**config.mk**
```make
export PLATFORM = sky130hd
export DESIGN_NAME = kruskal_mst_matrix_top_flat
export DESIGN_NICKNAME = d
export VERILOG_FILES = /design/src/hw/rtl/kmst_pkg.sv /design/src/hw/rtl/kmst_ifs.sv /design/src/hw/rtl/kruskal_mst_matrix_top.sv /design/src/hw/rtl/kmst_ctrl.sv /design/src/hw/rtl/kmst_dp.sv /design/src/flat_wrapper.sv
export SDC_FILE = /design/constraint.sdc
export NUM_CORES = 2
export LEC_CHECK = 0
export ABC_CLOCK_PERIOD_IN_PS = 8300
export BUFFER_PORTS_ARGS = -buffer_cell sky130_fd_sc_hd__buf_2
export CORE_MARGIN = 10
export CORE_UTILIZATION = 45
export DETAILED_ROUTE_END_ITERATION = 16
export HOLD_SLACK_MARGIN = 0.08
export MAX_ROUTING_LAYER = met4
export PLACE_DENSITY = 0.59
export SYNTH_ARGS = -nofsm -noshare
export SYNTH_HDL_FRONTEND = slang
export SYNTH_HIERARCHICAL = 1
export SYNTH_MEMORY_MAX_BITS = 65536
export SYNTH_SLANG_ARGS = --single-unit
export TNS_END_PERCENT = 20
```
**constraint.sdc**
```tcl
create_clock -name clk -period 8.3 [get_ports clk]
set_input_delay 1.66 -clock clk [delete_from_list [all_inputs] [get_ports clk]]
set_output_delay 1.66 -clock clk [all_outputs]
set_load 0.1 [all_outputs]
```
**src/hw/rtl/kmst_pkg.sv**
```systemverilog
package kmst_pkg;

  // graph sizes
  localparam int VERTS       = 16;
  localparam int VB          = $clog2(VERTS);
  localparam int NB          = VB + 1;
  localparam int WB          = 16;
  localparam int CB          = 20;
  localparam int CFG_BITS    = 5;
  localparam int MAT_AW      = 2 * VB;
  localparam int MAT_DEPTH   = VERTS * VERTS;
  localparam int VC_RESET    = 5;
  localparam int VC_MIN      = 2;

  // item function codes
  localparam logic FUNC_WRITE = 1'b0;
  localparam logic FUNC_RUN   = 1'b1;

  typedef enum logic [3:0] {
    ST_CLEAR,
    ST_IDLE,
    ST_INIT,
    ST_SCAN,
    ST_FLUSH,
    ST_DECIDE,
    ST_RELABEL,
    ST_RFLUSH
  } state_t;

  // controller to datapath
  typedef struct packed {
    logic clear;
    logic write;
    logic start;
    logic init_step;
    logic scan_start;
    logic scan_step;
    logic emit;
    logic relabel_start;
    logic relabel_step;
  } cmd_t;

  // datapath to controller
  typedef struct packed {
    logic clear_done;
    logic sweep_done;
    logic scan_last;
    logic out_free;
    logic found;
    logic final_edge;
  } sts_t;

endpackage

```
**src/hw/rtl/kmst_ifs.sv**
```systemverilog
interface kmst_item_if;
  import kmst_pkg::*;
  logic          valid;
  logic          ready;
  logic          func;
  logic [VB-1:0] row;
  logic [VB-1:0] col;
  logic [WB-1:0] weight;

  modport source (output valid, func, row, col, weight, input ready);
  modport sink (input valid, func, row, col, weight, output ready);
endinterface

interface kmst_result_if;
  import kmst_pkg::*;
  logic          valid;
  logic          ready;
  logic [VB-1:0] edge_number;
  logic [VB-1:0] from_vertex;
  logic [VB-1:0] to_vertex;
  logic [WB-1:0] edge_cost;
  logic [CB-1:0] total_cost;
  logic          status;
  logic          last;

  modport source (output valid, edge_number, from_vertex, to_vertex, edge_cost,
                  total_cost, status, last, input ready);
  modport sink (input valid, edge_number, from_vertex, to_vertex, edge_cost,
                total_cost, status, last, output ready);
endinterface

```
**src/hw/rtl/kruskal_mst_matrix_top.sv**
```systemverilog
// channel  | role  | word fields
// ---------+-------+---------------------------------------------------------------
// item     | sink  | func, row, col, weight
// result   | source| edge_number, from_vertex, to_vertex, edge_cost, total_cost,
//          |       | status, last
// cfg      | write | cfg_we, cfg_data (vertex_count)
//
// after reset a clearing pass zeroes the weight matrix; no item is taken
// a run, from its start word to its last result word for n vertices, performs a label init
// of all 16 labels, then per round an n*n scan of the single read port of the weight matrix
// followed, unless the run ends in that round, by a relabel sweep
// a run emits up to n-1 words; each round waits while the previous word is not taken
// items are accepted only when no run is in progress; a held result does not block them
module kruskal_mst_matrix_top (
  input  logic                          clk,
  input  logic                          rst,
  input  logic                          cfg_we,
  input  logic [kmst_pkg::CFG_BITS-1:0] cfg_data,
  kmst_item_if.sink                     item,
  kmst_result_if.source                 result
);
  import kmst_pkg::*;

  cmd_t cmd;
  sts_t sts;

  // sequencing
  kmst_ctrl u_ctrl (
    .clk        (clk),
    .rst        (rst),
    .item_valid (item.valid),
    .item_func  (item.func),
    .item_ready (item.ready),
    .sts        (sts),
    .cmd        (cmd)
  );

  // storage and arithmetic
  kmst_dp u_dp (
    .clk             (clk),
    .rst             (rst),
    .cmd             (cmd),
    .sts             (sts),
    .cfg_we          (cfg_we),
    .cfg_data        (cfg_data),
    .item_row        (item.row),
    .item_col        (item.col),
    .item_weight     (item.weight),
    .res_ready       (result.ready),
    .res_valid       (result.valid),
    .res_edge_number (result.edge_number),
    .res_from_vertex (result.from_vertex),
    .res_to_vertex   (result.to_vertex),
    .res_edge_cost   (result.edge_cost),
    .res_total_cost  (result.total_cost),
    .res_status      (result.status),
    .res_last        (result.last)
  );

endmodule

```
**src/hw/rtl/kmst_ctrl.sv**
```systemverilog
module kmst_ctrl (
  input  logic           clk,
  input  logic           rst,
  input  logic           item_valid,
  input  logic           item_func,
  output logic           item_ready,
  input  kmst_pkg::sts_t sts,
  output kmst_pkg::cmd_t cmd
);
  import kmst_pkg::*;

  state_t state, state_next;

  // state register
  always_ff @(posedge clk) begin
    if (rst) begin
      state <= ST_CLEAR;
    end else begin
      state <= state_next;
    end
  end

  // next state
  always_comb begin
    state_next = state;
    unique case (state)
      ST_CLEAR:   if (sts.clear_done) state_next = ST_IDLE;
      ST_IDLE:    if (item_valid && item_func == FUNC_RUN) state_next = ST_INIT;
      ST_INIT:    if (sts.sweep_done) state_next = ST_SCAN;
      ST_SCAN:    if (sts.scan_last) state_next = ST_FLUSH;
      ST_FLUSH:   state_next = ST_DECIDE;
      ST_DECIDE: begin
        if (sts.out_free) begin
          state_next = (!sts.found || sts.final_edge) ? ST_IDLE : ST_RELABEL;
        end
      end
      ST_RELABEL: if (sts.sweep_done) state_next = ST_RFLUSH;
      ST_RFLUSH:  state_next = ST_SCAN;
      default:    state_next = ST_CLEAR;
    endcase
  end

  // outputs
  always_comb begin
    cmd        = '0;
    item_ready = 1'b0;
    unique case (state)
      ST_CLEAR: cmd.clear = 1'b1;
      ST_IDLE: begin
        item_ready = 1'b1;
        cmd.write  = item_valid && item_func == FUNC_WRITE;
        cmd.start  = item_valid && item_func == FUNC_RUN;
      end
      ST_INIT: begin
        cmd.init_step  = 1'b1;
        cmd.scan_start = sts.sweep_done;
      end
      ST_SCAN:  cmd.scan_step = 1'b1;
      ST_FLUSH: cmd = '0;
      ST_DECIDE: begin
        cmd.emit          = sts.out_free;
        cmd.relabel_start = sts.out_free;
      end
      ST_RELABEL: cmd.relabel_step = 1'b1;
      ST_RFLUSH:  cmd.scan_start = 1'b1;
      default:    cmd = '0;
    endcase
  end

endmodule

```
**src/hw/rtl/kmst_dp.sv**
```systemverilog
module kmst_dp (
  input  logic                          clk,
  input  logic                          rst,
  input  kmst_pkg::cmd_t                cmd,
  output kmst_pkg::sts_t                sts,
  input  logic                          cfg_we,
  input  logic [kmst_pkg::CFG_BITS-1:0] cfg_data,
  input  logic [kmst_pkg::VB-1:0]       item_row,
  input  logic [kmst_pkg::VB-1:0]       item_col,
  input  logic [kmst_pkg::WB-1:0]       item_weight,
  input  logic                          res_ready,
  output logic                          res_valid,
  output logic [kmst_pkg::VB-1:0]       res_edge_number,
  output logic [kmst_pkg::VB-1:0]       res_from_vertex,
  output logic [kmst_pkg::VB-1:0]       res_to_vertex,
  output logic [kmst_pkg::WB-1:0]       res_edge_cost,
  output logic [kmst_pkg::CB-1:0]       res_total_cost,
  output logic                          res_status,
  output logic                          res_last
);
  import kmst_pkg::*;

  logic [CFG_BITS-1:0] vertex_count;
  logic [NB-1:0]       nv;
  logic [NB-1:0]       nv_clamp;
  logic [VB-1:0]       nv_m1;

  logic [MAT_AW-1:0]   clr_addr;
  logic [WB-1:0]       mat [MAT_DEPTH];
  logic [WB-1:0]       c_rd;

  logic [VB-1:0]       lab [VERTS];
  logic [VB-1:0]       la_rd, lb_rd;
  logic [VB-1:0]       la_addr;

  logic [VB-1:0]       vcnt;
  logic [VB-1:0]       scan_i, scan_j;
  logic                pv;
  logic [VB-1:0]       pi, pj;

  logic                rl_valid;
  logic [VB-1:0]       rl_addr;

  logic                found;
  logic [WB-1:0]       best_w;
  logic [VB-1:0]       ba, bb, bla, blb;

  logic [VB-1:0]       edges;
  logic [CB-1:0]       total;
  logic [CB-1:0]       total_next;

  // vertex count register
  always_ff @(posedge clk) begin
    if (rst) begin
      vertex_count <= CFG_BITS'(VC_RESET);
    end else if (cfg_we) begin
      vertex_count <= cfg_data;
    end
  end

  // clamp vertex count into the supported range
  always_comb begin
    if (NB'(vertex_count) < NB'(VC_MIN)) begin
      nv_clamp = NB'(VC_MIN);
    end else if (NB'(vertex_count) > NB'(VERTS)) begin
      nv_clamp = NB'(VERTS);
    end else begin
      nv_clamp = NB'(vertex_count);
    end
  end

  assign nv_m1 = VB'(nv - NB'(1));

  // clearing pass address
  always_ff @(posedge clk) begin
    if (rst) begin
      clr_addr <= '0;
    end else if (cmd.clear) begin
      clr_addr <= clr_addr + MAT_AW'(1);
    end
  end

  // weight matrix, one write and one read port
  always_ff @(posedge clk) begin
    if (cmd.clear) begin
      mat[clr_addr] <= '0;
    end else if (cmd.write) begin
      mat[{item_row, item_col}] <= item_weight;
    end
    c_rd <= mat[{scan_i, scan_j}];
  end

  // label store, one write and two read ports
  assign la_addr = cmd.relabel_step ? vcnt : scan_i;

  always_ff @(posedge clk) begin
    if (cmd.init_step) begin
      lab[vcnt] <= vcnt;
    end else if (rl_valid && la_rd == bla) begin
      lab[rl_addr] <= blb;
    end
    la_rd <= lab[la_addr];
    lb_rd <= lab[scan_j];
  end

  // sweep counter for label init and relabel
  always_ff @(posedge clk) begin
    if (rst) begin
      vcnt     <= '0;
      rl_valid <= 1'b0;
    end else begin
      rl_valid <= cmd.relabel_step;
      if (cmd.start || cmd.relabel_start) begin
        vcnt <= '0;
      end else if (cmd.init_step || cmd.relabel_step) begin
        vcnt <= vcnt + VB'(1);
      end
    end
  end

  always_ff @(posedge clk) begin
    rl_addr <= vcnt;
  end

  // row-major scan counters
  always_ff @(posedge clk) begin
    if (rst) begin
      scan_i <= '0;
      scan_j <= '0;
      pv     <= 1'b0;
    end else begin
      pv <= cmd.scan_step;
      if (cmd.scan_start) begin
        scan_i <= '0;
        scan_j <= '0;
      end else if (cmd.scan_step) begin
        if (scan_j == nv_m1) begin
          scan_j <= '0;
          scan_i <= scan_i + VB'(1);
        end else begin
          scan_j <= scan_j + VB'(1);
        end
      end
    end
  end

  always_ff @(posedge clk) begin
    pi <= scan_i;
    pj <= scan_j;
  end

  // keep the strictly smallest usable edge
  always_ff @(posedge clk) begin
    if (rst) begin
      found <= 1'b0;
    end else if (cmd.scan_start) begin
      found <= 1'b0;
    end else if (pv && c_rd != '0 && (!found || c_rd < best_w) && la_rd != lb_rd) begin
      found <= 1'b1;
    end
  end

  always_ff @(posedge clk) begin
    if (pv && c_rd != '0 && (!found || c_rd < best_w) && la_rd != lb_rd) begin
      best_w <= c_rd;
      ba     <= pi;
      bb     <= pj;
      bla    <= la_rd;
      blb    <= lb_rd;
    end
  end

  // run totals
  assign total_next = total + CB'(best_w);

  always_ff @(posedge clk) begin
    if (rst) begin
      edges <= '0;
      total <= '0;
      nv    <= NB'(VC_RESET);
    end else if (cmd.start) begin
      edges <= '0;
      total <= '0;
      nv    <= nv_clamp;
    end else if (cmd.emit && found) begin
      edges <= edges + VB'(1);
      total <= total_next;
    end
  end

  // result register
  always_ff @(posedge clk) begin
    if (rst) begin
      res_valid <= 1'b0;
    end else if (cmd.emit) begin
      res_valid <= 1'b1;
    end else if (res_ready) begin
      res_valid <= 1'b0;
    end
  end

  always_ff @(posedge clk) begin
    if (cmd.emit) begin
      res_edge_number <= edges;
      res_from_vertex <= found ? ba : '0;
      res_to_vertex   <= found ? bb : '0;
      res_edge_cost   <= found ? best_w : '0;
      res_total_cost  <= found ? total_next : total;
      res_status      <= !found;
      res_last        <= !found || sts.final_edge;
    end
  end

  // status back to the controller
  always_comb begin
    sts.clear_done = clr_addr == MAT_AW'(MAT_DEPTH - 1);
    sts.sweep_done = vcnt == VB'(VERTS - 1);
    sts.scan_last  = scan_i == nv_m1 && scan_j == nv_m1;
    sts.out_free   = !res_valid || res_ready;
    sts.found      = found;
    sts.final_edge = (NB'(edges) + NB'(1)) == (nv - NB'(1));
  end

endmodule

```
**src/flat_wrapper.sv**
```systemverilog
// flat-port wrapper written by rule: the top's interface ports become plain ports
module kruskal_mst_matrix_top_flat import kmst_pkg::*;
  (clk, rst, cfg_we, cfg_data, item_valid, item_func, item_row, item_col, item_weight, item_ready, result_valid, result_edge_number, result_from_vertex, result_to_vertex, result_edge_cost, result_total_cost, result_status, result_last, result_ready);
  kmst_item_if item_i ();
  kmst_result_if result_i ();
  input  logic clk;
  input  logic rst;
  input  logic cfg_we;
  input  logic [kmst_pkg::CFG_BITS-1:0] cfg_data;
  input wire logic [$bits(item_i.valid)-1:0] item_valid;
  input wire logic [$bits(item_i.func)-1:0] item_func;
  input wire logic [$bits(item_i.row)-1:0] item_row;
  input wire logic [$bits(item_i.col)-1:0] item_col;
  input wire logic [$bits(item_i.weight)-1:0] item_weight;
  output wire logic [$bits(item_i.ready)-1:0] item_ready;
  output wire logic [$bits(result_i.valid)-1:0] result_valid;
  output wire logic [$bits(result_i.edge_number)-1:0] result_edge_number;
  output wire logic [$bits(result_i.from_vertex)-1:0] result_from_vertex;
  output wire logic [$bits(result_i.to_vertex)-1:0] result_to_vertex;
  output wire logic [$bits(result_i.edge_cost)-1:0] result_edge_cost;
  output wire logic [$bits(result_i.total_cost)-1:0] result_total_cost;
  output wire logic [$bits(result_i.status)-1:0] result_status;
  output wire logic [$bits(result_i.last)-1:0] result_last;
  input wire logic [$bits(result_i.ready)-1:0] result_ready;
  assign item_i.valid = item_valid;
  assign item_i.func = item_func;
  assign item_i.row = item_row;
  assign item_i.col = item_col;
  assign item_i.weight = item_weight;
  assign item_ready = item_i.ready;
  assign result_valid = result_i.valid;
  assign result_edge_number = result_i.edge_number;
  assign result_from_vertex = result_i.from_vertex;
  assign result_to_vertex = result_i.to_vertex;
  assign result_edge_cost = result_i.edge_cost;
  assign result_total_cost = result_i.total_cost;
  assign result_status = result_i.status;
  assign result_last = result_i.last;
  assign result_i.ready = result_ready;
  kruskal_mst_matrix_top u_core (.clk(clk), .rst(rst), .cfg_we(cfg_we), .cfg_data(cfg_data), .item(item_i), .result(result_i));
endmodule
```
[Yosys cells after proc, flatten, opt, wreduce, memory -nomap -nowiden]
Memories as Yosys holds them, arrays and structs flattened. A register that Yosys moved wholly into a read port is not among the register bits.
Cells that the tools add are included.
Word-level totals
  bits in registers: 156
  RAM bits: 4160
  output and inout bits: 52
  word-level logic and storage cells: 126
  memories: 2
Cells by class
  add/sub/neg operators: 8
  magnitude comparators: 3
  equal/unequal tests: 20
  muxes and demuxes: 39
  bitwise operators: 1
  reductions and logical operators: 25
Memory list
  u_core.u_dp.mat: depth 256, width 16, rd ports 1, clocked after Yosys merged registers in 1, write ports 1, line kmst_dp.sv:29  | logic [WB-1:0] mat [MAT_DEPTH];
  u_core.u_dp.lab: depth 16, width 4, rd ports 2, clocked after Yosys merged registers in 2, write ports 1, line kmst_dp.sv:32  | logic [VB-1:0] lab [VERTS];
Operators with widths (count)
  $mux 4: 10
  $pmux 4 s8: 1
  $add 20x16->20: 1
  $mux 20: 1
  $mux 1: 19
  $add 4x1->4 const B: 4
  $eq 4x3->1 const B: 4
  $lt 16x16->1: 1
  $mux 16: 1
  $reduce_bool 16->1: 1
  $reduce_or 16->1: 1
  $eq 4x4->1: 3
  $mux 5: 2
  $add 8x1->8 const B: 1
  $eq 4x2->1 const B: 2
  $eq 8x8->1 const B: 1
  $logic_and 1x1->1: 8
  $mux 8: 1
  $ne 2x2->1 const B: 4
  $reduce_and 6->1: 1
  $reduce_or 2->1: 3
  $add 4x1->5 const B: 1
  $eq 5x5->1: 1
  $gt 5x5->1 const B: 1
  other kinds (16): 23

[Longest topological paths before layout]
  word-level depth: 8
  gate-level depth with buffers: 13

[Hierarchy]
Netlist, hierarchy kept.
By module, submodules not included
  kmst_dp: instances 1, cells an instance 8206, area each 168560.4 um2, sequential area each 129264.0 um2
  kmst_ctrl: instances 1, cells an instance 42, area each 295.3 um2, sequential area each 60.1 um2

[Worst setup path after synthesis]
Ideal clock, no wire load.
  path type: reg-to-reg
  start: register u_core.u_ctrl.state[2]
  end: memory u_core.u_dp.mat[0][10] (data pin)
  library setup time: 0.870 ns
  arrival time: 6.084 ns
  data required time: 7.430 ns
  setup slack: 1.346 ns
  stages on the path, launching flop included: 9
  period minus slack after synthesis: 6.954 ns
  cell sequence: dfxtp_1 > buf_4 > nor3b_2 > nand2_1 > nor2_1 > nor2b_1 > clkbuf_1 > clkbuf_1 > and2_1
RTL lines
  start, declared: line kmst_ctrl.sv:12  | state_t state, state_next;
  start signal, assigned: line kmst_ctrl.sv:19  | state <= state_next;
  end, declared: line kmst_dp.sv:29

==> results.toml <==
[global_route]
grt_pass1_vias = 85150
antenna_found_initial = 29
track_usage_pct = 22.75
grt_max_degree = 175
grt-ovfl-total = 0
grt_pass1_wl_um = 642000

[critical_path]
r2r-end = "u_core/u_dp/mat[54][0]"
cp_slowest_stage_delay_ns = 1.08
cp-startpoint = "u_core/u_ctrl/state[0]"
r2r_slack_ns = 2.97
crit_type = "flip-flop to flip-flop"
cp-endpoint = "u_core/u_dp/mat[54][0]"
crit_required_ns = 8.85
start_kind = "flip-flop"
path_max_fanout = 24
crit_chain = "nor3b_2, nand2_1, nor2_1, nor2b_4, nand3b_1, o21ai_0, nand2_2, buf_4, nor2_1"
rr_worst_depth = 9
worstPathArrival_ns = 5.89
cp_common_cell = "nor2_1"
critical_path.endpoint_type = "flip-flop"
reg2reg_from = "u_core/u_ctrl/state[0]"
critPathSlowestCell = "nor2_1"

[sta]
tightest_slew_ns = 1.516
finalWorstSetupSlack_ns = 2.965
finalClockSkew_ns = 0.06723
setup_viol = 0
finalCritPeriodShare_pct = 64.28
hold_viol_final = 0
period_minus_slack_ns = 5.335
whs_ns = 0.4095
clock.fmax_mhz = 187.4
tns_ns = 0
report.final.slew_viol_count = 18
relSlewSlack_pct = -1.062
rsz0062_at_grt = "false"

[clock_network]
clkLatencyLatePin_ns = 0.99
htreeDepth = 5
post-cts-setup-buffer-count = 0
cts_tree = "yes"
cts_buffers = 428
clk_pin_slew_ns = 0.06
cts_root_buffer = "clkbuf_16"
post_cts_resized = 0
holdBufCountCts = 0
cts_sinks = 4339
cts.path.max_buffers = 4

[power_and_ir_drop]
p_seq_share_pct = 54.7
ir_worst_vdd_mv = 0.1900
switchingPower_mw = 8.410
p_int_mw = 34.97
comb_power_share_pct = 0.6
pwr-share-clk_pct = 44.7
p_total_mw = 43.38
sw_frac_of_total_pct = 19.38
power_density_mw_per_mm2 = 227.3
p_leak_nw = 55.73

[place]
port_buffers = 86
hpwl_um = 273500
globalplace.congestion = 0.9165
pre_cts_ws_ns = 2.194

[detailed_routing]
wl_per_cell_um = 32.18
antenna_left = 0
via_per_inst = 6.100
dr.pass1.iters = 6
drc = 0
drtIter0Drc = 11360
routed-via-count = 85590
drt_wl_total_um = 451500

[yosys]
synthesis.nets = 8321
synth_edf_count = 4242
postSynth.asyncResetShare_pct = 0
synth_top_family_by_area = "multiplexers"
synth_compound_gate_area_share_pct = 4.413
yosysSeqAreaShare_pct = 76.59
yosysWarnings = 6
synthCells = 8248
syn_avg_cell_area_um2 = 20.47
ys_seq_elements = 4339
synthAdderAreaFrac_pct = 0.2860
synthMuxAreaShare_pct = 14.59
synth_ff_type = "edfxtp_1"
yosys.area_share.simple_pct = 2.216
synth_xor_area_share_pct = 0.2801
ys_types = 73
syn_area_mm2 = 0.1689

[hold_path]
hold_path_class = "flip-flop to flip-flop"
min_path_cells = 0

[finish]
final_common_cell = "edfxtp_1"
area_delta_synth_final_pct = 13.03
most-common-layout-cells = "edfxtp_1, mux4_2, mux2i_1"
drive_above_1_share_pct = 23.56
fillers = 29200
post-route-util_pct = 51.16
finalNetCount = 8763

[floorplan]
row_count = 224
ioPinCount = 87
floorplan.die_area_mm2 = 0.4001
core_region_area_mm2 = 0.3730
die_x_um = 632.6
initial_utilization_pct = 45.27
die_h_um = 632.6

[run_status]
violations = "slew limit"
status = "finished with violations"

[job]
drv_cap = 0
==> worst max-delay path: cells and delay by family (launching register included) <==
family | cells | cell delay (ns)
AND/OR/NAND/NOR | 7 | 3.59
AO/OA/AOI/OAI | 1 | 0.36
buffers and inverters | 1 | 0.48
flip-flops | 1 | 0.48
==> registers in the layout, indices dropped and copies added, names as in the netlist, 5 cells and up <==
name	cells
u_core/u_dp/total	20
u_core/u_dp/res_total_cost	20
u_core/u_dp/mat	4096
u_core/u_dp/vertex_count	5
u_core/u_dp/lab	64
u_core/u_dp/res_edge_cost	16
u_core/u_dp/clr_addr	8
u_core/u_dp/c_rd	16
u_core/u_dp/best_w	16
u_core/u_dp/nv	5
==> power by group through the flow <==
| stage | clock network, mW | registers [mW] | logic (mW) |
|---|---|---|---|
| final | 19.4 | 23.7 | 0.262 |
| after global routing | 20.6 | 23.7 | 0.266 |
| after CTS | 19.7 | 23.7 | 0.261 |
| after detailed placement | 0 | 24.2 | 0.260 |
| after global placement | 0 | 24.2 | 0.256 |
| after floorplan | 0 | 24.2 | 0.0879 |
==> layout make-up <==
cell class              count  area, um2  share of cell area, %
flip-flops and latches   4339     129300                  67.77
inverters                  39      151.4                0.07933
repair buffers            511       4100                  2.148
clock inverters           253       2624                  1.375
diodes                     11      27.53                0.01442
well taps                4972       6221                  3.260
clock buffers             536      11410                  5.978
multi-input cells        3371      36970                  19.37
==> layer usage <==
| metal | GRT usage (%) | wire length (um) | up-vias |
|---|---|---|---|
| li1 | - | - | 35280 |
| met1 | 31.43 | 183400 | 45560 |
| met2 | 35.10 | 214700 | 4136 |
| met3 | 4.357 | 40700 | 611 |
| met4 | 5.955 | 12760 | 0 |
| met5 | - | 0 | - |
==> cells in the mapped netlist (79+ instances only) <==
cell type | n | area (um2)
a221oi_1 | 134 | 1174
nor2_1 | 411 | 1543
edfxtp_1 | 4242 | 127400
clkbuf_1 | 241 | 904.6
mux2i_1 | 457 | 4574
nand2_1 | 179 | 671.9
mux2_2 | 79 | 889.6
a21oi_1 | 234 | 1171
mux4_2 | 851 | 19170
dfxtp_1 | 97 | 1942
o21ai_0 | 109 | 545.5
a22oi_1 | 186 | 1396
buf_2 | 124 | 620.6
==> cells by family (layout without fill, tap and decap cells) <==
group | count (synthesis) | in the layout
flops | 4339 | 4339
mux | 1388 | 1388
compound gates | 1055 | 1055
simple gates | 836 | 836
buf+inv | 538 | 1339
xor+xnor | 54 | 54
fa+ha+maj | 38 | 38
other cells | 0 | 11
==> metrics by stage <==
step | instance area (um2) | cells
after floorplan | 168900 | 8248
after global placement | 176800 | 13230
after detailed placement | 176800 | 13230
after CTS | 190800 | 14020
after global routing | 190800 | 14030
final | 190900 | 14030
==> worst min-delay path by stage <==
stage | startpoint | end
detailed placement | u_core/u_dp/pj[1] | u_core/u_dp/bb[1]
CTS | u_core/u_dp/pj[1] | u_core/u_dp/bb[1]
global route | u_core/u_dp/pi[0] | u_core/u_dp/ba[0]
floorplan | u_core/u_dp/scan_i[2] | u_core/u_dp/pi[2]
global placement | u_core/u_dp/pi[1] | u_core/u_dp/ba[1]
finish | u_core/u_dp/pi[1] | u_core/u_dp/ba[1]
No activity file was read; power rests on OpenSTA's default activity.
